==> config.mk <==
export PLATFORM = sky130hd
export DESIGN_NAME = multi_mode_crc_engine_flat
export DESIGN_NICKNAME = d
export VERILOG_FILES = /design/src/design/mmcrc_pkg.sv /design/src/design/mmcrc_if.sv /design/src/design/mmcrc_fold.sv /design/src/design/multi_mode_crc_engine.sv /design/src/flat_wrapper.sv
export SDC_FILE = /design/constraint.sdc
export NUM_CORES = 1
export LEC_CHECK = 0
export BUFFER_PORTS_ARGS = -buffer_cell sky130_fd_sc_hd__buf_2
export CORE_MARGIN = 4
export CORE_UTILIZATION = 30
export DETAILED_ROUTE_END_ITERATION = 8
export SLEW_MARGIN = 20
export SYNTH_ARGS = -nofsm -noshare
export SYNTH_HDL_FRONTEND = slang
export SYNTH_SLANG_ARGS = --single-unit
==> constraint.sdc <==
create_clock -name clk -period 3.3 [get_ports clk]
set_clock_uncertainty 0.1 [all_clocks]
set_input_delay 0.165 -clock clk [delete_from_list [all_inputs] [get_ports clk]]
set_output_delay 0.165 -clock clk [all_outputs]
set_load 0.03 [all_outputs]
==> src/design/mmcrc_pkg.sv <==
// mmcrc_pkg: algorithm codes, register indexes, widths and crc helper functions
// for the multi-mode crc engine; no dependencies, compiled first
package mmcrc_pkg;

	localparam int unsigned DATA_W     = 8;
	localparam int unsigned CRC_W      = 32;
	localparam int unsigned ALG_W      = 3;
	localparam int unsigned CFG_IDX_W  = 1;
	localparam int unsigned CFG_DATA_W = 3;

	typedef enum logic [ALG_W-1:0] {
		ALG_CRC8   = 3'd0,
		ALG_CRC16  = 3'd1,
		ALG_CCITT  = 3'd2,
		ALG_KERMIT = 3'd3,
		ALG_CRC32  = 3'd4
	} alg_t;

	typedef logic [CFG_IDX_W-1:0] cfg_idx_t;

	localparam cfg_idx_t REG_ALGORITHM  = 1'd0;
	localparam cfg_idx_t REG_BIG_ENDIAN = 1'd1;

	localparam logic [7:0]       POLY8      = 8'hD5;
	localparam logic [15:0]      POLY_CCITT = 16'h1021;
	localparam logic [CRC_W-1:0] POLY16     = 32'h0000_A001;
	localparam logic [CRC_W-1:0] POLY_KERM  = 32'h0000_8408;
	localparam logic [CRC_W-1:0] POLY32     = 32'hEDB8_8320;
	localparam logic [CRC_W-1:0] CRC32_INIT = 32'hFFFF_FFFF;
	localparam logic [7:0]       CRC8_XOR   = 8'hFF;

	// init value of the selected algorithm, spare codes behave as crc-32
	function automatic logic [CRC_W-1:0] init_value(logic [ALG_W-1:0] alg);
		logic [CRC_W-1:0] v;
		v = (alg <= ALG_KERMIT) ? '0 : CRC32_INIT;
		return v;
	endfunction

	function automatic logic [15:0] swap16(logic [15:0] v);
		return {v[7:0], v[15:8]};
	endfunction

	function automatic logic [CRC_W-1:0] swap32(logic [CRC_W-1:0] v);
		return {v[7:0], v[15:8], v[23:16], v[31:24]};
	endfunction

	// output xor, width masking and optional byte swap
	function automatic logic [CRC_W-1:0] finalize(logic [ALG_W-1:0] alg, logic big_endian,
			logic [CRC_W-1:0] crc);
		logic [CRC_W-1:0] r;
		logic [15:0]      h;
		h = crc[15:0];
		unique case (alg)
			ALG_CRC8: begin
				r = {24'd0, crc[7:0] ^ CRC8_XOR};
			end
			ALG_CRC16, ALG_CCITT, ALG_KERMIT: begin
				r = {16'd0, big_endian ? h : swap16(h)};
			end
			default: begin
				r = big_endian ? ~crc : swap32(~crc);
			end
		endcase
		return r;
	endfunction

endpackage

==> src/design/mmcrc_if.sv <==
// mmcrc_if: valid/ready channel interfaces for the message byte and checksum streams
// depends on mmcrc_pkg for widths
interface mmcrc_msg_if;
	logic                             valid;
	logic                             ready;
	logic [mmcrc_pkg::DATA_W-1:0]     data_byte;
	logic                             restart;
	logic                             last_byte;

	modport source(output valid, output data_byte, output restart, output last_byte,
		input ready);
	modport sink(input valid, input data_byte, input restart, input last_byte,
		output ready);
endinterface

interface mmcrc_sum_if;
	logic                             valid;
	logic                             ready;
	logic [mmcrc_pkg::CRC_W-1:0]      checksum;

	modport source(output valid, output checksum, input ready);
	modport sink(input valid, input checksum, output ready);
endinterface

==> src/design/mmcrc_fold.sv <==
// mmcrc_fold: folds one message byte into the running crc for the selected algorithm
// depends on mmcrc_pkg
module mmcrc_fold (
	input  logic [mmcrc_pkg::ALG_W-1:0]  alg,
	input  logic [mmcrc_pkg::CRC_W-1:0]  crc,
	input  logic [mmcrc_pkg::DATA_W-1:0] data_byte,
	output logic [mmcrc_pkg::CRC_W-1:0]  crc_next
);

	logic [7:0]                     c8;
	logic [15:0]                    c16;
	logic [mmcrc_pkg::CRC_W-1:0]    cr;
	logic [mmcrc_pkg::CRC_W-1:0]    poly;

	// msb-first crc-8
	always_comb begin
		c8 = crc[7:0] ^ data_byte;
		for (int k = 0; k < 8; k++) begin
			c8 = {c8[6:0], 1'b0} ^ (c8[7] ? mmcrc_pkg::POLY8 : 8'd0);
		end
	end

	// msb-first ccitt
	always_comb begin
		c16 = crc[15:0] ^ {data_byte, 8'd0};
		for (int k = 0; k < 8; k++) begin
			c16 = {c16[14:0], 1'b0} ^ (c16[15] ? mmcrc_pkg::POLY_CCITT : 16'd0);
		end
	end

	// reflected algorithms share one shift chain
	always_comb begin
		unique case (alg)
			mmcrc_pkg::ALG_CRC16: begin
				poly = mmcrc_pkg::POLY16;
				cr   = {16'd0, crc[15:0]};
			end
			mmcrc_pkg::ALG_KERMIT: begin
				poly = mmcrc_pkg::POLY_KERM;
				cr   = {16'd0, crc[15:0]};
			end
			default: begin
				poly = mmcrc_pkg::POLY32;
				cr   = crc;
			end
		endcase
		cr = cr ^ {24'd0, data_byte};
		for (int k = 0; k < 8; k++) begin
			cr = {1'b0, cr[31:1]} ^ (cr[0] ? poly : '0);
		end
	end

	always_comb begin
		unique case (alg)
			mmcrc_pkg::ALG_CRC8: begin
				crc_next = {24'd0, c8};
			end
			mmcrc_pkg::ALG_CCITT: begin
				crc_next = {16'd0, c16};
			end
			mmcrc_pkg::ALG_CRC16, mmcrc_pkg::ALG_KERMIT: begin
				crc_next = {16'd0, cr[15:0]};
			end
			default: begin
				crc_next = cr;
			end
		endcase
	end

endmodule

==> src/design/multi_mode_crc_engine.sv <==
// multi_mode_crc_engine: top level of the byte-wise crc-8/crc-16/ccitt/kermit/crc-32 engine
// depends on mmcrc_pkg, mmcrc_if and mmcrc_fold
//
// usage
//   msg channel: one transaction per message byte, with restart (reload the init value
//   before this byte) and last_byte (emit the checksum after this byte)
//   sum channel: one transaction per last_byte, carrying the finished checksum
//   config port: cfg_we/cfg_index/cfg_data, index 0 algorithm, index 1 big_endian;
//   writing the algorithm reloads the running crc with its init value
// timing
//   one byte per cycle sustained unless msg.ready drops (see stalls); a taken byte is
//   registered into the fold stage, and the checksum is registered when the last byte leaves it
//   the running crc lives in a one-word synchronous ram read every cycle; the word
//   written on the previous edge is forwarded past the ram's read register
// reset
//   algorithm crc-32, big-endian on, running crc at the crc-32 init value, no result
//   pending; no clearing pass is needed
// stalls
//   the checksum waits in the output register; bytes keep flowing while it waits, and
//   msg.ready drops only when a second last byte reaches the fold stage
module multi_mode_crc_engine (
	input  logic                                clk,
	input  logic                                arst_n,
	input  logic                                cfg_we,
	input  logic [mmcrc_pkg::CFG_IDX_W-1:0]     cfg_index,
	input  logic [mmcrc_pkg::CFG_DATA_W-1:0]    cfg_data,
	mmcrc_msg_if.sink                           msg,
	mmcrc_sum_if.source                         sum
);

	logic [mmcrc_pkg::ALG_W-1:0]  algorithm_q;
	logic                         big_endian_q;
	logic                         alg_wr;

	logic                         valid_s1;
	logic [mmcrc_pkg::DATA_W-1:0] byte_s1;
	logic                         restart_s1;
	logic                         last_s1;

	logic [mmcrc_pkg::CRC_W-1:0]  crc_mem [1];
	logic [mmcrc_pkg::CRC_W-1:0]  rd_q;
	logic [mmcrc_pkg::CRC_W-1:0]  wr_data_q;
	logic                         fwd_q;
	logic                         crc_valid_q;

	logic [mmcrc_pkg::CRC_W-1:0]  crc_cur;
	logic [mmcrc_pkg::CRC_W-1:0]  crc_base;
	logic [mmcrc_pkg::CRC_W-1:0]  crc_next;

	logic                         out_valid_q;
	logic [mmcrc_pkg::CRC_W-1:0]  checksum_q;

	logic                         out_free;
	logic                         adv_s1;
	logic                         msg_acc;

	assign alg_wr   = cfg_we && (cfg_index == mmcrc_pkg::REG_ALGORITHM);
	assign out_free = !out_valid_q || sum.ready;
	assign adv_s1   = valid_s1 && (!last_s1 || out_free);
	assign msg.ready = !valid_s1 || adv_s1;
	assign msg_acc  = msg.valid && msg.ready;

	always_ff @(posedge clk or negedge arst_n) begin
		if (!arst_n) begin
			algorithm_q  <= mmcrc_pkg::ALG_CRC32;
			big_endian_q <= 1'b1;
		end else if (cfg_we) begin
			unique case (cfg_index)
				mmcrc_pkg::REG_ALGORITHM:  algorithm_q  <= cfg_data;
				mmcrc_pkg::REG_BIG_ENDIAN: big_endian_q <= cfg_data[0];
				default: ;
			endcase
		end
	end

	// fold stage
	always_ff @(posedge clk or negedge arst_n) begin
		if (!arst_n) begin
			valid_s1 <= 1'b0;
		end else if (msg_acc) begin
			valid_s1 <= 1'b1;
		end else if (adv_s1) begin
			valid_s1 <= 1'b0;
		end
	end

	always_ff @(posedge clk) begin
		if (msg_acc) begin
			byte_s1    <= msg.data_byte;
			restart_s1 <= msg.restart;
			last_s1    <= msg.last_byte;
		end
	end

	// running crc ram, read every cycle
	always_ff @(posedge clk) begin
		if (adv_s1) begin
			crc_mem[0] <= crc_next;
		end
		rd_q      <= crc_mem[0];
		wr_data_q <= crc_next;
	end

	always_ff @(posedge clk or negedge arst_n) begin
		if (!arst_n) begin
			fwd_q       <= 1'b0;
			crc_valid_q <= 1'b0;
		end else if (alg_wr) begin
			fwd_q       <= 1'b0;
			crc_valid_q <= 1'b0;
		end else begin
			fwd_q <= adv_s1;
			if (adv_s1) begin
				crc_valid_q <= 1'b1;
			end
		end
	end

	always_comb begin
		priority if (!crc_valid_q) begin
			crc_cur = mmcrc_pkg::init_value(algorithm_q);
		end else if (fwd_q) begin
			crc_cur = wr_data_q;
		end else begin
			crc_cur = rd_q;
		end
		crc_base = restart_s1 ? mmcrc_pkg::init_value(algorithm_q) : crc_cur;
	end

	mmcrc_fold u_fold (
		.alg       (algorithm_q),
		.crc       (crc_base),
		.data_byte (byte_s1),
		.crc_next  (crc_next)
	);

	// output register
	always_ff @(posedge clk or negedge arst_n) begin
		if (!arst_n) begin
			out_valid_q <= 1'b0;
		end else if (adv_s1 && last_s1) begin
			out_valid_q <= 1'b1;
		end else if (sum.ready) begin
			out_valid_q <= 1'b0;
		end
	end

	always_ff @(posedge clk) begin
		if (adv_s1 && last_s1) begin
			checksum_q <= mmcrc_pkg::finalize(algorithm_q, big_endian_q, crc_next);
		end
	end

	assign sum.valid    = out_valid_q;
	assign sum.checksum = checksum_q;

endmodule

==> src/flat_wrapper.sv <==
// flat-port wrapper written by rule: the top's interface ports become plain ports
module multi_mode_crc_engine_flat 
  (clk, arst_n, cfg_we, cfg_index, cfg_data, msg_valid, msg_data_byte, msg_restart, msg_last_byte, msg_ready, sum_valid, sum_checksum, sum_ready);
  mmcrc_msg_if msg_i ();
  mmcrc_sum_if sum_i ();
  input  logic clk;
  input  logic arst_n;
  input  logic cfg_we;
  input  logic [mmcrc_pkg::CFG_IDX_W-1:0] cfg_index;
  input  logic [mmcrc_pkg::CFG_DATA_W-1:0] cfg_data;
  input wire logic [$bits(msg_i.valid)-1:0] msg_valid;
  input wire logic [$bits(msg_i.data_byte)-1:0] msg_data_byte;
  input wire logic [$bits(msg_i.restart)-1:0] msg_restart;
  input wire logic [$bits(msg_i.last_byte)-1:0] msg_last_byte;
  output wire logic [$bits(msg_i.ready)-1:0] msg_ready;
  output wire logic [$bits(sum_i.valid)-1:0] sum_valid;
  output wire logic [$bits(sum_i.checksum)-1:0] sum_checksum;
  input wire logic [$bits(sum_i.ready)-1:0] sum_ready;
  assign msg_i.valid = msg_valid;
  assign msg_i.data_byte = msg_data_byte;
  assign msg_i.restart = msg_restart;
  assign msg_i.last_byte = msg_last_byte;
  assign msg_ready = msg_i.ready;
  assign sum_valid = sum_i.valid;
  assign sum_checksum = sum_i.checksum;
  assign sum_i.ready = sum_ready;
  multi_mode_crc_engine u_core (.clk(clk), .arst_n(arst_n), .cfg_we(cfg_we), .cfg_index(cfg_index), .cfg_data(cfg_data), .msg(msg_i), .sum(sum_i));
endmodule
==> results.md, run 1 <==
* Final worst slack at -371 ps
* Critical Path, Cell by Cell: buf_12 > buf_4 > mux2i_4 > or3_4 > a21oi_4 > xnor3_2 > xnor3_2 > mux2i_1 > buf_4 > xnor2_4 > o22ai_4 > a221o_1
* Synth cell types at 75
* DRC Markers at 0
* Final Hold Fails at 0
* Worst hold slack at 78.1 ps
* Hold Path Origin: sum_ready
* Number of global-route vias before repair at 7,538
* Syn avg cell area at 10.6 sq um
* Worst-margin pin slew at 1010 ps
* Largest net degree at the start of global routing at 45
* Post-synth EDFFs at 74
* Final Max Tran Viols at 0
* Area Growth Syn to Fin at 59.1%
* CTS tree: yes
* Ratio of cells with drive above 1 in the final layout at 49.5%
* Max incr delay on CP at 520 ps
* DRT Pass-1 Iters at 5
* Global-route wire length before repair at 44,400 microns
* Critical path capture point type: flip-flop
* Drt total wl at 30,400 microns
* Clock-pin slew on the worst setup and hold paths at 60 ps
* Max FO, Critical Path at 8
* Ant diodes at 0
* Rows at 61
* Fin crit share at 111%
* CP arrival at 3750 ps
* CTS Root Cell: clkbuf_16
* Area of the mapped netlist at 8510 sq um
* H-tree depth at 4
* RSZ-0062 raised after global routing: yes
* PD cells at 1190 nW/um^2
* Top FF cell, synth: edfxtp_1
* Critical path origin: u_core.fwd_q
* Num CTS Buffers at 17
* Worst EP required at 3380 ps
* Status: complete, but fails checks
* Worst hold path class: in2reg
* Max frequency at 272 MHz
* Congestion Overflow GR at 0
* Final worst path period need at 3670 ps
* GRT Total Usage at 18.9%
* Seq/Total Area, Yosys at 43.5%
* Clock sinks at 146
* WL/cell at 19.7 microns
* Clk buf depth at 2
* Initial DRC Count at 812
* Num ports at 53
* Worst skew pair latency at 430 ps
* Vias per cell at 5.10
* Antenna violations before repair at 0
* Initial Util at 30.6%
* Crit path kind: reg2reg
* Vias at 7,886
* Fraction of registers with async set/reset at 5.48%
* Final nets at 1,174
* Cells after synthesis at 804
* Final Setup Violations at 61
* Die height at 176 microns
* Worst vdd ir at 0.000596 V
* Port buffer count at 52
* Max_slew headroom at 32.8%
* Post-route cell area at 13,500 sq um
* Worst R2R Start: u_core.fwd_q
* Startpoint Class: flip-flop
* Die area at 31,100 sq um
* LEAKAGE at 5.60 nW
* Setup TNS at -11,150 ps
* Syn nets at 823
* Die X at 176 microns
* RD Place Congestion at 0.937
* ANT nets after route at 0
* Fill cells at 2,447
* Slowest cell on crit path: xnor3_2
* MaxCap Viol Count at 0
* Synth Register Bits at 146
* Failing checks: negative setup slack
* Final HPWL DP at 21,800 microns
* Dpl cell area at 11,000 sq um
* Yosys warns at 0
* Placeable Area at 27,900 sq um
-- cell type report --
type	instances	area, sq um	area share, %
Clock buffer	21	483	3.57
Clock inverter	11	125	0.924
Sequential cell	146	3710	27.4
Multi-Input combinational cell	600	5630	41.6
Inverter	8	30.0	0.222
Tap cell	378	473	3.49
Timing Repair Buffer	382	3090	22.8
-- final timing paths --
kind / to / slack [ps] / cells past startpoint
max: u_core.sum.checksum[5] / -370 / 12
min: u_core.sum.valid / 80 / 3
max reg2reg: u_core.sum.checksum[5] / -370 / 12
max in group asynchronous: u_core.algorithm_q[1] / 1750 / 4
min in group asynchronous: u_core.valid_s1 / 530 / 3
min reg2reg: u_core.rd_q[11] / 240 / 0
-- flip-flops by register name, indices dropped and copies added, names as in the netlist, 3 cells and up --
signal,flops
u_core.byte_s1,8
u_core.sum.checksum,32
u_core.wr_data_q,32
u_core.rd_q,32
u_core.crc_mem,32
u_core.algorithm_q,3
-- timing repair --
item	CTS	global route
endpoints found under the hold margin	24	0
resized for setup	111	112
buffers inserted	48	44
pin swaps	53	56
hold buffers	24	0
setup endpoints to repair	65	68
-- logic make-up (layout without fill, tap and decap cells) --
group | Yosys count | after routing | share of synthesized area (%)
xor+xnor | 152 | 152 | 20.1
buf+inv | 58 | 422 | 2.87
flops | 146 | 146 | 43.5
simple gates | 208 | 208 | 11.3
compound gates | 171 | 171 | 13.4
mux | 69 | 69 | 8.82
-- metal layers --
| layer | wire, microns | vias to the layer above | track usage [%] | share of wire [%] |
|---|---|---|---|---|
| met1 | 12800 | 3856 | 25.6 | 42 |
| li1 | - | 3579 | - | - |
| met4 | 1230 | 0 | 7.41 | 4.0 |
| met5 | 0 | - | 0 | 0 |
| met2 | 13900 | 362 | 29.1 | 46 |
| met3 | 2390 | 89 | 4.60 | 7.9 |
-- through the flow --
step / setup slack, ps / power (mW) / utilization (%) / instances
2_1_floorplan: -274 / 7.56 / - / 804
3_3_place_gp: -477 / 11.1 / 39.4 / 1413
3_5_place_dp: -511 / 11.2 / 39.4 / 1413
4_1_cts: -299 / 14.5 / 45.6 / 1512
5_1_grt: -482 / 16.8 / 48.6 / 1546
6_report: -371 / 16.1 / 48.6 / 1546
-- power breakdown --
| part | total (mW) | internal (mW) | switching, mW |
|---|---|---|---|
| clock | 1.98 | 1.21 | 0.775 |
| sequential | 2.89 | 2.70 | 0.196 |
| combinational | 11.2 | 5.81 | 5.43 |
| total | 16.1 | 9.71 | 6.40 |
-- cells in the mapped netlist (all sizes together), types with 6 or more instances --
library cell / instances / share of area (%)
dfxtp: 64 / 15
nor2: 78 / 3.5
mux2i: 47 / 5.9
o211ai: 11 / 0.97
mux2: 22 / 3.0
nor3: 12 / 0.71
clkbuf: 33 / 1.5
xor2: 33 / 3.7
and3: 8 / 0.59
nand3: 9 / 0.53
nand2: 54 / 2.4
and2: 11 / 0.81
nand2b: 7 / 0.51
edfxtp: 74 / 26
a211oi: 12 / 1.1
a21oi: 45 / 2.7
buf: 17 / 1.1
xnor2: 100 / 11
xnor3: 19 / 5.0
o21ai: 32 / 1.9
dfrtp: 6 / 1.8
o22ai: 13 / 0.96
nor2b: 6 / 0.44
inv: 8 / 0.35
-- critical path, delay by kind of cell (launching register included) --
family | cells | cell delay (ps)
AND/OR/NAND/NOR | 1 | 350
multiplexers | 2 | 390
XOR/XNOR | 3 | 970
flip-flops | 1 | 440
buffers and inverters | 3 | 470
AO/OA/AOI/OAI | 3 | 680
-- cell usage in the layout (no fill, tap or decap), types with 8 or more instances in the layout --
cell type	netlist	routed
mux2_2	21	17
xnor2_4	3	13
xor2_1	30	21
o21ai_0	27	19
xnor2_1	92	70
buf_12	0	8
edfxtp_1	74	74
dlygate4sd3_1	0	24
nand3_1	9	9
xnor3_1	19	10
clkbuf_16	0	19
nor2_1	76	64
xnor2_2	5	17
buf_2	6	52
o211ai_1	11	11
nand2_1	54	48
a21oi_1	44	35
a21oi_2	1	9
mux2i_1	44	31
o21ai_2	0	8
buf_6	2	44
nor2_2	2	9
mux2i_4	2	10
xnor3_2	0	9
buf_4	1	250
dfxtp_1	64	63
(Power assumes the default switching activity.)
==> inputs of run 2 (changes only) <==
--- a/config.mk
+++ b/config.mk
@@ -9,6 +9,7 @@
 export CORE_MARGIN = 4
 export CORE_UTILIZATION = 30
 export DETAILED_ROUTE_END_ITERATION = 8
+export SETUP_SLACK_MARGIN = 0.15
 export SLEW_MARGIN = 20
 export SYNTH_ARGS = -nofsm -noshare
 export SYNTH_HDL_FRONTEND = slang
==> results.md, run 2 (synthesis results as in run 1) <==
* Commonest non-fill, non-tap cell in the layout: buf_4
* Num CTS Buffers at 17
* Num ports at 53
* Final worst path period need at 3630 ps
* MaxCap Viol Count at 0
* Vias at 7,926
* Worst hold path class: in2reg
* Worst skew pair latency at 440 ps
* CTS Root Cell: clkbuf_16
* Drt total wl at 31,100 microns
* Initial Util at 30.6%
* Worst vdd ir at 0.000741 V
* Final Hold Fails at 0
* DRT Pass-1 Iters at 5
* Slowest cell on crit path: dfrtp_2
* Most used cell, CP: buf_6
* Capturing point of the worst reg2reg path: u_core.sum.checksum[0]
* Port buffer count at 52
* Clk buf depth at 2
* WL/cell at 20.0 microns
* Max frequency at 275 MHz
* Worst-margin pin slew at 990 ps
* Die X at 176 microns
* Final Max Tran Viols at 0
* Placeable Area at 27,900 sq um
* Max incr delay on CP at 470 ps
* Ratio of cells with drive above 1 in the final layout at 50.6%
* DRC Markers at 0
* Initial DRC Count at 729
* Placed insts at 1,414
* Final cell count without fillers at 1,554
* Clock sinks at 146
* H-tree depth at 4
* LEAKAGE at 5.69 nW
* Worst R2R Setup Slack at -330 ps
* CP arrival at 3690 ps
* Final Setup Violations at 62
* Failing checks: negative setup slack
* R2R depth at 16
* Commonest non-fill, non-tap cells in the layout: buf_4 (256), edfxtp_1 (74), xnor2_1 (68), nor2_1 (66), dfxtp_1 (62)
* CTS tree: yes
* Number of global-route vias before repair at 7,827
* Fin crit share at 110%
* Critical path capture point type: flip-flop
* Ant diodes at 0
* Clock-pin slew on the worst setup and hold paths at 70 ps
* RSZ-0062 raised after global routing: yes
* Final nets at 1,182
* Worst Setup EP: u_core.sum.checksum[0]
* Layout Utilization at 49.3%
* Post-route cell area at 13,700 sq um
* Area Growth Syn to Fin at 61.3%
* Rows at 61
* Congestion Overflow GR at 0
* Worst R2R Start: u_core.fwd_q
* RD Place Congestion at 0.975
* Max FO, Critical Path at 6
* Worst EP required at 3350 ps
* Die height at 176 microns
* Antenna violations before repair at 0
* Max_slew headroom at 34.0%
* Die area at 31,100 sq um
* Global-route wire length before repair at 45,900 microns
* Setup TNS at -12,070 ps
* Critical Path, Cell by Cell: buf_6 > buf_12 > mux2i_4 > xnor2_1 > a22oi_1 > buf_4 > buf_6 > buf_6 > xnor3_2 > xnor3_2 > o221ai_4 > o311ai_4 > buf_6 > mux2i_1 > buf_4 > o22ai_2
* Crit path kind: reg2reg
* Startpoint Class: flip-flop
* Vias per cell at 5.10
* Critical path origin: u_core.fwd_q
* ANT nets after route at 0
* Largest net degree at the start of global routing at 45
* Final HPWL DP at 22,100 microns
* Final worst slack at -332 ps
* Status: complete, but fails checks
* PD cells at 1200 nW/um^2
* GRT Total Usage at 19.4%
* Dpl cell area at 11,000 sq um
[run 2: changes by cell type in the layout (fill, tap and decap cells not counted), sizes merged]
| cell | previous run | this run |
|---|---|---|
| buf | 358 | 370 |
| clkbuf | 21 | 17 |
| dlygate4sd3 | 24 | 20 |
| inv | 10 | 14 |
| clkinvlp | 0 | 2 |
| bufinv | 2 | 1 |
| clkinv | 7 | 6 |
[run 2: layout make-up]
type | instances | area, sq um
fillers | 2391 | 14100
multi-input cells | 600 | 5730
flip-flops and latches | 146 | 3710
repair buffers | 390 | 3220
well taps | 378 | 473
clock buffers | 17 | 425
clock inverters | 15 | 148
inverters | 8 | 30.0
[run 2: power breakdown]
part	internal, mW	switching, mW	leakage [nW]
combinational	6.14	5.58	4.06
clock	1.06	0.835	0.278
sequential	2.70	0.212	1.35
[run 2: how the worst min path moves through the flow]
stage / from / end / slack [ps] / cells after the start
global route: cfg_we / u_core.crc_valid_q / 90 / 3
finish: sum_ready / u_core.sum.valid / 40 / 3
floorplan: arst_n / u_core.algorithm_q[0] / -230 / 0
detailed placement: arst_n / u_core.sum.valid / -80 / 1
global placement: arst_n / u_core.sum.valid / -80 / 1
CTS: sum_ready / u_core.sum.valid / 40 / 3
[run 2: worst max-delay path: cells and delay by family, from the launching register on]
family                 cells  cell delay (ps)
buffers and inverters      7              940
XOR/XNOR                   3              830
AO/OA/AOI/OAI              4              650
flip-flops                 1              470
multiplexers               2              340
[run 2: per-layer routing]
layer | GRT usage, % | wire, microns | up-vias
li1 | - | - | 3600
met1 | 26.6 | 13200 | 3894
met2 | 31.0 | 14500 | 351
met3 | 3.43 | 2390 | 81
met4 | 6.48 | 947 | 0
met5 | 0 | 0 | -
[run 2: per-stage QoR]
step / hold slack [ps] / setup WS (ps) / total power [mW]
2_1_floorplan: -231 / -274 / 7.58
3_3_place_gp: -83.2 / -391 / 11.3
3_5_place_dp: -80.3 / -380 / 11.3
4_1_cts: 40.2 / -257 / 14.8
5_1_grt: 90.1 / -444 / 17.2
6_report: 43.4 / -332 / 16.5
[run 2: what timing repair did]
action                                  in CTS  in global routing
hold buffers                                20                  0
endpoints found under the hold margin       25                  0
gates resized for setup                    133                110
gates cloned                                 1                  0
pin swaps                                   62                 49
setup buffers                               47                 40
endpoints found under the setup margin      78                 79
